[src/design/sihs_pkg.sv]
// ============================================================================
// sihs_pkg: shared types, constants and functions for session IV HMAC-SHA256
// Holds the SHA-256 round constants, the initial chain value, the MAC key,
// the derivation tables and the helper functions that are shared by the
// sequencer, the round unit and the top level.
// ============================================================================
package sihs_pkg;

    localparam int KEY_BYTES = 16;

    // Register indexes
    localparam logic [1:0] REG_NONCE_HI   = 2'd0;
    localparam logic [1:0] REG_NONCE_LO   = 2'd1;
    localparam logic [1:0] REG_MORNING_HI = 2'd2;
    localparam logic [1:0] REG_MORNING_LO = 2'd3;

    typedef logic [31:0]      word_t;
    typedef logic [255:0]     state_t;

    // Control from the sequencer to the round unit
    typedef struct packed {
        logic       load;     // load working vars from chain value
        logic       round;    // run one round
        logic       fold;     // add working vars into chain value
        logic [5:0] rnd;      // round number
    } ctl_t;

    localparam logic [7:0] TAB_A [16] = '{
        8'h01, 8'h49, 8'h87, 8'h9b, 8'h65, 8'h39, 8'h8b, 8'h39,
        8'h4b, 8'h3a, 8'h8d, 8'h48, 8'hc3, 8'h0a, 8'hef, 8'h51};
    localparam logic [7:0] TAB_B [16] = '{
        8'he1, 8'hec, 8'h9c, 8'h3a, 8'hdd, 8'hbd, 8'h08, 8'h85,
        8'hfc, 8'h0e, 8'h1d, 8'h78, 8'h90, 8'h32, 8'hc0, 8'h04};

    localparam word_t RK [64] = '{
        32'h428a2f98,32'h71374491,32'hb5c0fbcf,32'he9b5dba5,
        32'h3956c25b,32'h59f111f1,32'h923f82a4,32'hab1c5ed5,
        32'hd807aa98,32'h12835b01,32'h243185be,32'h550c7dc3,
        32'h72be5d74,32'h80deb1fe,32'h9bdc06a7,32'hc19bf174,
        32'he49b69c1,32'hefbe4786,32'h0fc19dc6,32'h240ca1cc,
        32'h2de92c6f,32'h4a7484aa,32'h5cb0a9dc,32'h76f988da,
        32'h983e5152,32'ha831c66d,32'hb00327c8,32'hbf597fc7,
        32'hc6e00bf3,32'hd5a79147,32'h06ca6351,32'h14292967,
        32'h27b70a85,32'h2e1b2138,32'h4d2c6dfc,32'h53380d13,
        32'h650a7354,32'h766a0abb,32'h81c2c92e,32'h92722c85,
        32'ha2bfe8a1,32'ha81a664b,32'hc24b8b70,32'hc76c51a3,
        32'hd192e819,32'hd6990624,32'hf40e3585,32'h106aa070,
        32'h19a4c116,32'h1e376c08,32'h2748774c,32'h34b0bcb5,
        32'h391c0cb3,32'h4ed8aa4a,32'h5b9cca4f,32'h682e6ff3,
        32'h748f82ee,32'h78a5636f,32'h84c87814,32'h8cc70208,
        32'h90befffa,32'ha4506ceb,32'hbef9a3f7,32'hc67178f2};

    localparam state_t H_INIT = {
        32'h6a09e667,32'hbb67ae85,32'h3c6ef372,32'ha54ff53a,
        32'h510e527f,32'h9b05688c,32'h1f83d9ab,32'h5be0cd19};

    localparam logic [127:0] MAC_KEY = 128'hac078883c83a1fe811463af39ee3e377;

    // Message word t of the padded key block (ipad or opad byte replicated)
    function automatic word_t pad_word(input logic [3:0] t, input logic [7:0] pad);
        word_t w;
        w = {4{pad}};
        if (t < 4'd4)
            w = MAC_KEY[127 - 32*t -: 32] ^ w;
        return w;
    endfunction

    function automatic word_t rotr(input word_t x, input int n);
        return (x >> n) | (x << (32 - n));
    endfunction

    // Ambassador bytes from the nonce
    function automatic logic [127:0] derive_amb(input logic [127:0] nonce);
        logic [127:0] r;
        logic [7:0]   v;
        for (int i = 0; i < KEY_BYTES; i++) begin
            v = nonce[127 - 8*i -: 8] - 8'(i) - 8'h27;
            r[127 - 8*i -: 8] = v ^ TAB_A[i];
        end
        return r;
    endfunction

    // Bright bytes from morning and nonce
    function automatic logic [127:0] derive_bright(input logic [127:0] morning,
                                                   input logic [127:0] nonce);
        logic [127:0] r;
        logic [7:0]   v;
        for (int i = 0; i < KEY_BYTES; i++) begin
            v = morning[127 - 8*i -: 8] - 8'(i) + 8'h34;
            r[127 - 8*i -: 8] = v ^ TAB_B[i] ^ nonce[127 - 8*i -: 8];
        end
        return r;
    endfunction

endpackage

[src/design/sihs_round.sv]
// ============================================================================
// sihs_round: shared SHA-256 round unit
// One compression round per cycle while ctl.round is set, a rolling
// 16-word schedule window and the chain value. Driven by the sequencer.
// ============================================================================
module sihs_round
(
    input  logic            clk,
    input  logic            rst_n,
    input  sihs_pkg::ctl_t  ctl,
    input  logic            chain_load,
    input  sihs_pkg::state_t chain_in,
    input  sihs_pkg::word_t msg_word,
    output sihs_pkg::state_t chain
);

    sihs_pkg::word_t  v_reg [8];
    sihs_pkg::word_t  v_next [8];
    sihs_pkg::word_t  w_reg [16];
    sihs_pkg::state_t h_reg;
    sihs_pkg::state_t h_next;
    sihs_pkg::word_t  wt, s0w, s1w, s0, s1, ch, maj, t1, t2;

    // Schedule word: block data for the first 16 rounds, expansion after
    always_comb
    begin
        s0w = sihs_pkg::rotr(w_reg[1], 7) ^ sihs_pkg::rotr(w_reg[1], 18) ^ (w_reg[1] >> 3);
        s1w = sihs_pkg::rotr(w_reg[14], 17) ^ sihs_pkg::rotr(w_reg[14], 19)
            ^ (w_reg[14] >> 10);
        if (ctl.rnd < 6'd16)
            wt = msg_word;
        else
            wt = w_reg[0] + s0w + w_reg[9] + s1w;
    end

    // Round function
    always_comb
    begin
        s1  = sihs_pkg::rotr(v_reg[4], 6) ^ sihs_pkg::rotr(v_reg[4], 11)
            ^ sihs_pkg::rotr(v_reg[4], 25);
        ch  = (v_reg[4] & v_reg[5]) ^ (~v_reg[4] & v_reg[6]);
        t1  = v_reg[7] + s1 + ch + sihs_pkg::RK[ctl.rnd] + wt;
        s0  = sihs_pkg::rotr(v_reg[0], 2) ^ sihs_pkg::rotr(v_reg[0], 13)
            ^ sihs_pkg::rotr(v_reg[0], 22);
        maj = (v_reg[0] & v_reg[1]) ^ (v_reg[0] & v_reg[2]) ^ (v_reg[1] & v_reg[2]);
        t2  = s0 + maj;
    end

    // Select next working vars and chain value
    always_comb
    begin
        v_next = v_reg;
        h_next = h_reg;
        if (chain_load)
            h_next = chain_in;
        if (ctl.load) begin
            // a fresh chain value seeds the working vars directly
            for (int j = 0; j < 8; j++)
                v_next[j] = chain_load ? chain_in[255 - 32*j -: 32]
                                       : h_reg[255 - 32*j -: 32];
        end else if (ctl.round) begin
            v_next[7] = v_reg[6];
            v_next[6] = v_reg[5];
            v_next[5] = v_reg[4];
            v_next[4] = v_reg[3] + t1;
            v_next[3] = v_reg[2];
            v_next[2] = v_reg[1];
            v_next[1] = v_reg[0];
            v_next[0] = t1 + t2;
        end
        if (ctl.fold) begin
            for (int j = 0; j < 8; j++)
                h_next[255 - 32*j -: 32] = h_reg[255 - 32*j -: 32] + v_reg[j];
        end
    end

    // Hold working vars and chain value
    always_ff @(posedge clk or negedge rst_n)
    begin
        if (!rst_n) begin
            for (int j = 0; j < 8; j++)
                v_reg[j] <= '0;
            h_reg <= '0;
        end else begin
            v_reg <= v_next;
            h_reg <= h_next;
        end
    end

    // Shift the schedule window once per round
    always_ff @(posedge clk)
    begin
        if (ctl.round) begin
            for (int j = 0; j < 15; j++)
                w_reg[j] <= w_reg[j+1];
            w_reg[15] <= wt;
        end
    end

    assign chain = h_reg;

    a_excl: assert property (@(posedge clk) disable iff (!rst_n)
        !(ctl.load && ctl.round)) else $error("load and round together");
    a_fold: assert property (@(posedge clk) disable iff (!rst_n)
        ctl.fold |-> !ctl.round && !ctl.load) else $error("fold during round");
    a_last: assert property (@(posedge clk) disable iff (!rst_n)
        ctl.fold |-> $past(ctl.round) && $past(ctl.rnd) == 6'd63)
        else $error("fold not after last round");

endmodule

[src/design/sihs_seq.sv]
// ============================================================================
// sihs_seq: sequencer for the four compressions of one transaction
// Steps: inner key block, inner data block, outer key block, outer data
// block. Each is a load state, 64 rounds and a fold state.
// ============================================================================
module sihs_seq
(
    input  logic             clk,
    input  logic             rst_n,
    input  logic             start,
    input  logic [127:0]     amb,
    input  logic [63:0]      counter,
    input  sihs_pkg::state_t chain,
    output sihs_pkg::ctl_t   ctl,
    output logic             chain_load,
    output sihs_pkg::state_t chain_in,
    output sihs_pkg::word_t  msg_word,
    output logic             busy,
    output logic             done
);

    localparam logic [1:0] ST_IDLE  = 2'd0;
    localparam logic [1:0] ST_LOAD  = 2'd1;
    localparam logic [1:0] ST_ROUND = 2'd2;
    localparam logic [1:0] ST_FOLD  = 2'd3;

    logic [1:0]       st_reg, st_next;
    logic [1:0]       blk_reg, blk_next;
    logic [5:0]       rnd_reg, rnd_next;
    logic [191:0]     data_reg;
    sihs_pkg::state_t inner_reg;
    logic             done_reg, done_next;

    // Message word of the current block
    always_comb
    begin
        unique case (blk_reg)
            2'd0: msg_word = sihs_pkg::pad_word(rnd_reg[3:0], 8'h36);
            2'd2: msg_word = sihs_pkg::pad_word(rnd_reg[3:0], 8'h5c);
            2'd1:
                priority if (rnd_reg[3:0] < 4'd6)
                    msg_word = data_reg[191 - 32*rnd_reg[2:0] -: 32];
                else if (rnd_reg[3:0] == 4'd6)
                    msg_word = 32'h8000_0000;
                else if (rnd_reg[3:0] == 4'd15)
                    msg_word = 32'd704;
                else
                    msg_word = '0;
            default:
                priority if (rnd_reg[3:0] < 4'd8)
                    msg_word = inner_reg[255 - 32*rnd_reg[2:0] -: 32];
                else if (rnd_reg[3:0] == 4'd8)
                    msg_word = 32'h8000_0000;
                else if (rnd_reg[3:0] == 4'd15)
                    msg_word = 32'd768;
                else
                    msg_word = '0;
        endcase
    end

    // Sequence the blocks
    always_comb
    begin
        st_next    = st_reg;
        blk_next   = blk_reg;
        rnd_next   = rnd_reg;
        done_next  = 1'b0;
        chain_load = 1'b0;
        chain_in   = sihs_pkg::H_INIT;
        ctl        = '0;
        ctl.rnd    = rnd_reg;
        unique case (st_reg)
            ST_IDLE:
                if (start) begin
                    chain_load = 1'b1;
                    blk_next   = 2'd0;
                    st_next    = ST_LOAD;
                end
            ST_LOAD:
            begin
                ctl.load = 1'b1;
                rnd_next = '0;
                st_next  = ST_ROUND;
                // restart the chain for the outer hash
                if (blk_reg == 2'd2)
                    chain_load = 1'b1;
            end
            ST_ROUND:
            begin
                ctl.round = 1'b1;
                rnd_next  = rnd_reg + 6'd1;
                if (rnd_reg == 6'd63)
                    st_next = ST_FOLD;
            end
            default:
            begin
                ctl.fold = 1'b1;
                blk_next = blk_reg + 2'd1;
                st_next  = ST_LOAD;
                if (blk_reg == 2'd3) begin
                    st_next   = ST_IDLE;
                    done_next = 1'b1;
                end
            end
        endcase
    end

    // Advance state
    always_ff @(posedge clk or negedge rst_n)
    begin
        if (!rst_n) begin
            st_reg   <= ST_IDLE;
            blk_reg  <= '0;
            rnd_reg  <= '0;
            done_reg <= 1'b0;
        end else begin
            st_reg   <= st_next;
            blk_reg  <= blk_next;
            rnd_reg  <= rnd_next;
            done_reg <= done_next;
        end
    end

    // Capture message data; keep the inner digest once the inner fold is done
    always_ff @(posedge clk)
    begin
        if (st_reg == ST_IDLE && start)
            data_reg <= {amb, counter};
        if (st_reg == ST_LOAD && blk_reg == 2'd2)
            inner_reg <= chain;
    end

    assign busy = (st_reg != ST_IDLE);
    assign done = done_reg;

    a_done: assert property (@(posedge clk) disable iff (!rst_n)
        done |-> !busy) else $error("done while busy");
    a_rnd: assert property (@(posedge clk) disable iff (!rst_n)
        st_reg == ST_LOAD |=> st_reg == ST_ROUND && rnd_reg == 6'd0)
        else $error("round count not cleared");
    a_start: assert property (@(posedge clk) disable iff (!rst_n)
        (start && !busy) |=> busy) else $error("start not taken");

endmodule

[src/design/session_iv_hmac_sha256.sv]
// ============================================================================
// session_iv_hmac_sha256: session IV generator on HMAC-SHA256
// Derives ambassador and bright values from nonce and morning registers and
// returns the first 16 digest bytes of HMAC over ambassador and counter.
//
// channel   signals                               direction
// config    psel penable pwrite paddr pwdata ...  in, APB, 64-bit data
// command   start busy counter                    in, busy out
// result    done iv_hi iv_lo bright_hi bright_lo  out, one-cycle strobe
//
// A transaction runs four SHA-256 compressions through one shared round
// unit, each a load step, 64 rounds and a fold step, and ends with the
// done strobe; the next start is taken in the strobe cycle.
// busy stays high from the cycle after start through the last fold cycle;
// done is one cycle. Reset clears all configuration to zero; results
// cannot be stalled.
// ============================================================================
module session_iv_hmac_sha256
(
    input  logic        clk,
    input  logic        rst_n,
    input  logic        psel,
    input  logic        penable,
    input  logic        pwrite,
    input  logic [4:0]  paddr,
    input  logic [63:0] pwdata,
    output logic [63:0] prdata,
    output logic        pready,
    input  logic        start,
    input  logic [63:0] counter,
    output logic        busy,
    output logic        done,
    output logic [63:0] iv_hi,
    output logic [63:0] iv_lo,
    output logic [63:0] bright_hi,
    output logic [63:0] bright_lo
);

    logic [63:0]      cfg_reg [4];
    logic             wr_en;
    logic [127:0]     amb;
    logic [127:0]     bright;
    sihs_pkg::ctl_t   ctl;
    logic             chain_load;
    sihs_pkg::state_t chain_in;
    sihs_pkg::state_t chain;
    sihs_pkg::word_t  msg_word;

    assign pready = 1'b1;
    assign wr_en  = psel && penable && pwrite;

    // Write configuration registers
    always_ff @(posedge clk or negedge rst_n)
    begin
        if (!rst_n) begin
            for (int j = 0; j < 4; j++)
                cfg_reg[j] <= '0;
        end else if (wr_en) begin
            cfg_reg[paddr[4:3]] <= pwdata;
        end
    end

    // Derive the ambassador from the nonce
    assign amb = sihs_pkg::derive_amb({cfg_reg[sihs_pkg::REG_NONCE_HI],
                                       cfg_reg[sihs_pkg::REG_NONCE_LO]});

    assign prdata = cfg_reg[paddr[4:3]];
    assign bright = sihs_pkg::derive_bright(
        {cfg_reg[sihs_pkg::REG_MORNING_HI], cfg_reg[sihs_pkg::REG_MORNING_LO]},
        {cfg_reg[sihs_pkg::REG_NONCE_HI], cfg_reg[sihs_pkg::REG_NONCE_LO]});

    sihs_seq u_seq
    (
        .clk        (clk),
        .rst_n      (rst_n),
        .start      (start),
        .amb        (amb),
        .counter    (counter),
        .chain      (chain),
        .ctl        (ctl),
        .chain_load (chain_load),
        .chain_in   (chain_in),
        .msg_word   (msg_word),
        .busy       (busy),
        .done       (done)
    );

    sihs_round u_round
    (
        .clk        (clk),
        .rst_n      (rst_n),
        .ctl        (ctl),
        .chain_load (chain_load),
        .chain_in   (chain_in),
        .msg_word   (msg_word),
        .chain      (chain)
    );

    assign iv_hi     = chain[255:192];
    assign iv_lo     = chain[191:128];
    assign bright_hi = bright[127:64];
    assign bright_lo = bright[63:0];

endmodule

[config.mk]
export PLATFORM = sky130hd
export DESIGN_NAME = session_iv_hmac_sha256
export DESIGN_NICKNAME = d
export VERILOG_FILES = /design/src/design/sihs_pkg.sv /design/src/design/sihs_round.sv /design/src/design/sihs_seq.sv /design/src/design/session_iv_hmac_sha256.sv
export SDC_FILE = /design/constraint.sdc
export NUM_CORES = 2
export LEC_CHECK = 0
export BUFFER_PORTS_ARGS = -buffer_cell sky130_fd_sc_hd__buf_2
export CAP_MARGIN = 10
export CORE_MARGIN = 2
export CORE_UTILIZATION = 61
export CTS_BUF_LIST = sky130_fd_sc_hd__clkbuf_16
export DETAILED_ROUTE_END_ITERATION = 16
export PLACE_DENSITY = 0.79
export RECOVER_POWER = 25
export SLEW_MARGIN = 0
export SYNTH_ARGS = -nofsm -noshare
export SYNTH_HDL_FRONTEND = slang
export SYNTH_SLANG_ARGS = --single-unit
[constraint.sdc]
create_clock -name clk -period 29.3 [get_ports clk]
set_input_delay 8.79 -clock clk [delete_from_list [all_inputs] [get_ports clk]]
set_output_delay 8.79 -clock clk [all_outputs]
set_load 0.05 [all_outputs]
==> reports/summary.txt <==
Gr busiest metal = met2
Clock buffer depth = 3
Die area = 164,000 sq um
Seq/Total Area, Yosys = 49.3%
Cell area after synthesis = 98,000 sq um
DP Worst Slack = 9.63 ns
Initial Util = 61.2%
Post-DRT Antenna Nets = 0
Setup Fix Bufs, Post-CTS = 0
Flop-to-flop setup slack = 16.29 ns
Final hold vios = 0
Via count = 73,600
Number of buffers added on ports = 457
Max-cap violation count = 1
Worst-Margin Slew = 3.70 ns
Pre-antenna DRT Iters = 9
H-tree levels = 4
Post-layout worst setup margin = 9.62 ns
Num Clock Sinks = 1,739
Met2 Use GR = 60.3%
Final net count = 9,530
CTS-repair resized insts = 0
Hold Buf Count CTS = 0
Vias per Instance = 6.66
DRT iter0 DRCs = 9,945
Area Growth Syn to Fin = 9.47%
Slew HR = -147%
Setup repair after global routing missed its margin = false
Period utilisation layout = 67.2%
Placeable core region = 160,000 sq um
Hold path start = u_round.w_reg[1][236]
Worst R2R End = u_round.v_reg[255]
Critical Path AT = 10.89 ns
Critical path peak fanout = 43
Share of layout cells above drive strength 1 = 14.0%
Worst Skew = 0.0414 ns
Dpl hpwl = 246,000 um
GPL Wtd Cong = 1.02
YS warnings = 0
CTS tree = done
FFs w/ async S/R, synth = 44.8%
Hold Path Class = flip-flop to flip-flop
Overall Global Routing Usage = 40.9%
Setup TNS = 0 ns
CP Class = input pin to output port
Worst Hold Path EP = u_round.w_reg[1][204]
Synthesized instance count = 8,581
First-pass GRT wire length = 484,000 um
Status = finished, violations left
Synth unique cells = 88
Die height = 405 um
Grt total ovfl = 0
Post-Syn Area per Cell = 11.4 sq um
Grt met1 use = 56.2%
Worst R2R Start = u_seq.rnd_reg[2]
Met3 GRT Util = 10.7%
Synth Register Bits = 1,739
Pin count of the biggest net entering global routing = 172
Failing checks = capacitance limit, slew limit
Floorplan row count = 147
Max Clock Freq = 50.8 MHz
Routed len/inst = 30.6 um
Hold path depth = 0
Final hold slack = 0.407 ns
DRC Markers = 0
Worst-path clk slew = 0.06 ns
Die width = 405 um
Clock latency on the worst-skew pair = 0.86 ns
Slew Limit Fails = 73
Syn nets = 9,350
Startpoint Class = input pin
Synth Flop Type = edfxtp_1
Routed WL = 339,000 um
Number of global-route vias before repair = 70,100
IO Pins = 462
Crit. End Element = output port
Worst r2r path cells = 37
Inserted Clock Buffers = 182
CP required = 20.51 ns
Final min period = 19.68 ns
Initial antenna violation count = 75
Max FFs per register = 512
CTS Root Cell = clkbuf_16
Final setup viols = 0
Post-synth EDFFs = 960
[metal layers]
layer  vias up  routed length [um]  share of wire (%)
li1      31300                   -                  -
met1     36900              130000                 38
met2      4594              148000                 44
met3       871               40000                 12
met4        18               20800                6.1
met5         -                 126              0.037
[worst max-delay path by stage]
stage / startpoint / to / slack, ns / depth (start not counted)
global placement: paddr[3] / prdata[48] / 9.61 / 4
detailed placement: paddr[3] / prdata[48] / 9.63 / 4
floorplan: paddr[3] / prdata[0] / 9.75 / 5
finish: paddr[3] / prdata[48] / 9.62 / 4
global route: paddr[3] / prdata[48] / 9.51 / 4
CTS: paddr[3] / prdata[48] / 9.61 / 4
[per-stage QoR]
step	std cells	utilization, %	cell area (sq um)
6_report	11100	67.0	107000
2_1_floorplan	8581	-	98000
5_1_grt	11000	67.0	107000
3_5_place_dp	10700	63.2	101000
4_1_cts	11000	67.0	107000
3_3_place_gp	10700	63.2	101000
[cells in the final DEF (no fill, tap or decap), types with 433 or more instances in the layout]
cell type,count
xnor2_1,532
o21ai_0,586
buf_2,454
nand2_1,507
ha_1,433
dfrtp_1,774
nor2_1,539
edfxtp_1,960
a21oi_1,537
inv_1,653
[cell families (layout without fill, tap and decap cells)]
group | after synthesis | count (layout) | share of synthesized area, %
AO/OA/AOI/OAI | 2137 | 2137 | 14.0
XOR/XNOR | 838 | 838 | 7.49
adder cells (fa/ha/maj) | 637 | 637 | 9.61
buffers and inverters | 1158 | 1498 | 4.95
flip-flops | 1739 | 1739 | 49.3
multiplexers | 504 | 504 | 7.51
other | 1 | 47 | 0.00383
AND/OR/NAND/NOR | 1567 | 1567 | 7.11
[area by class of cell]
class | count | area, sq um
clock inverters | 162 | 1420
inverters | 614 | 2310
flip-flops and latches | 1739 | 48300
well taps | 2086 | 2610
repair buffers | 540 | 2990
clock buffers | 182 | 4550
multi-input cells | 5684 | 44900
diodes | 46 | 115
fillers | 12000 | 52700
[cell usage after synthesis, types with 76 or more instances]
cell / n / share of area [%]
o221ai_1: 137 / 1.2
o21a_1: 76 / 0.58
xor2_1: 306 / 2.7
nand2_1: 509 / 1.9
clkbuf_1: 357 / 1.4
mux2_2: 230 / 2.6
ha_1: 435 / 5.6
a21oi_1: 537 / 2.7
a21o_1: 202 / 1.5
xnor2_1: 532 / 4.8
o21ai_0: 586 / 3.0
edfxtp_1: 960 / 29
dfrtp_1: 779 / 20
mux2i_1: 112 / 1.1
fa_1: 195 / 4.0
nor2_1: 541 / 2.1
buf_4: 129 / 0.99
nand3_1: 116 / 0.59
inv_1: 610 / 2.3
mux4_2: 162 / 3.7
a221oi_1: 94 / 0.84
nor3_1: 104 / 0.53
[worst max-delay path, cell delays in order]
cell and delay (ns):
buf_4 0.40, buf_4 0.72, mux4_2 0.65, buf_2 0.24
Power is left out: the tool's default activity adds up to more than one toggle a clock period on the data nets, which glitch-free logic cannot reach.
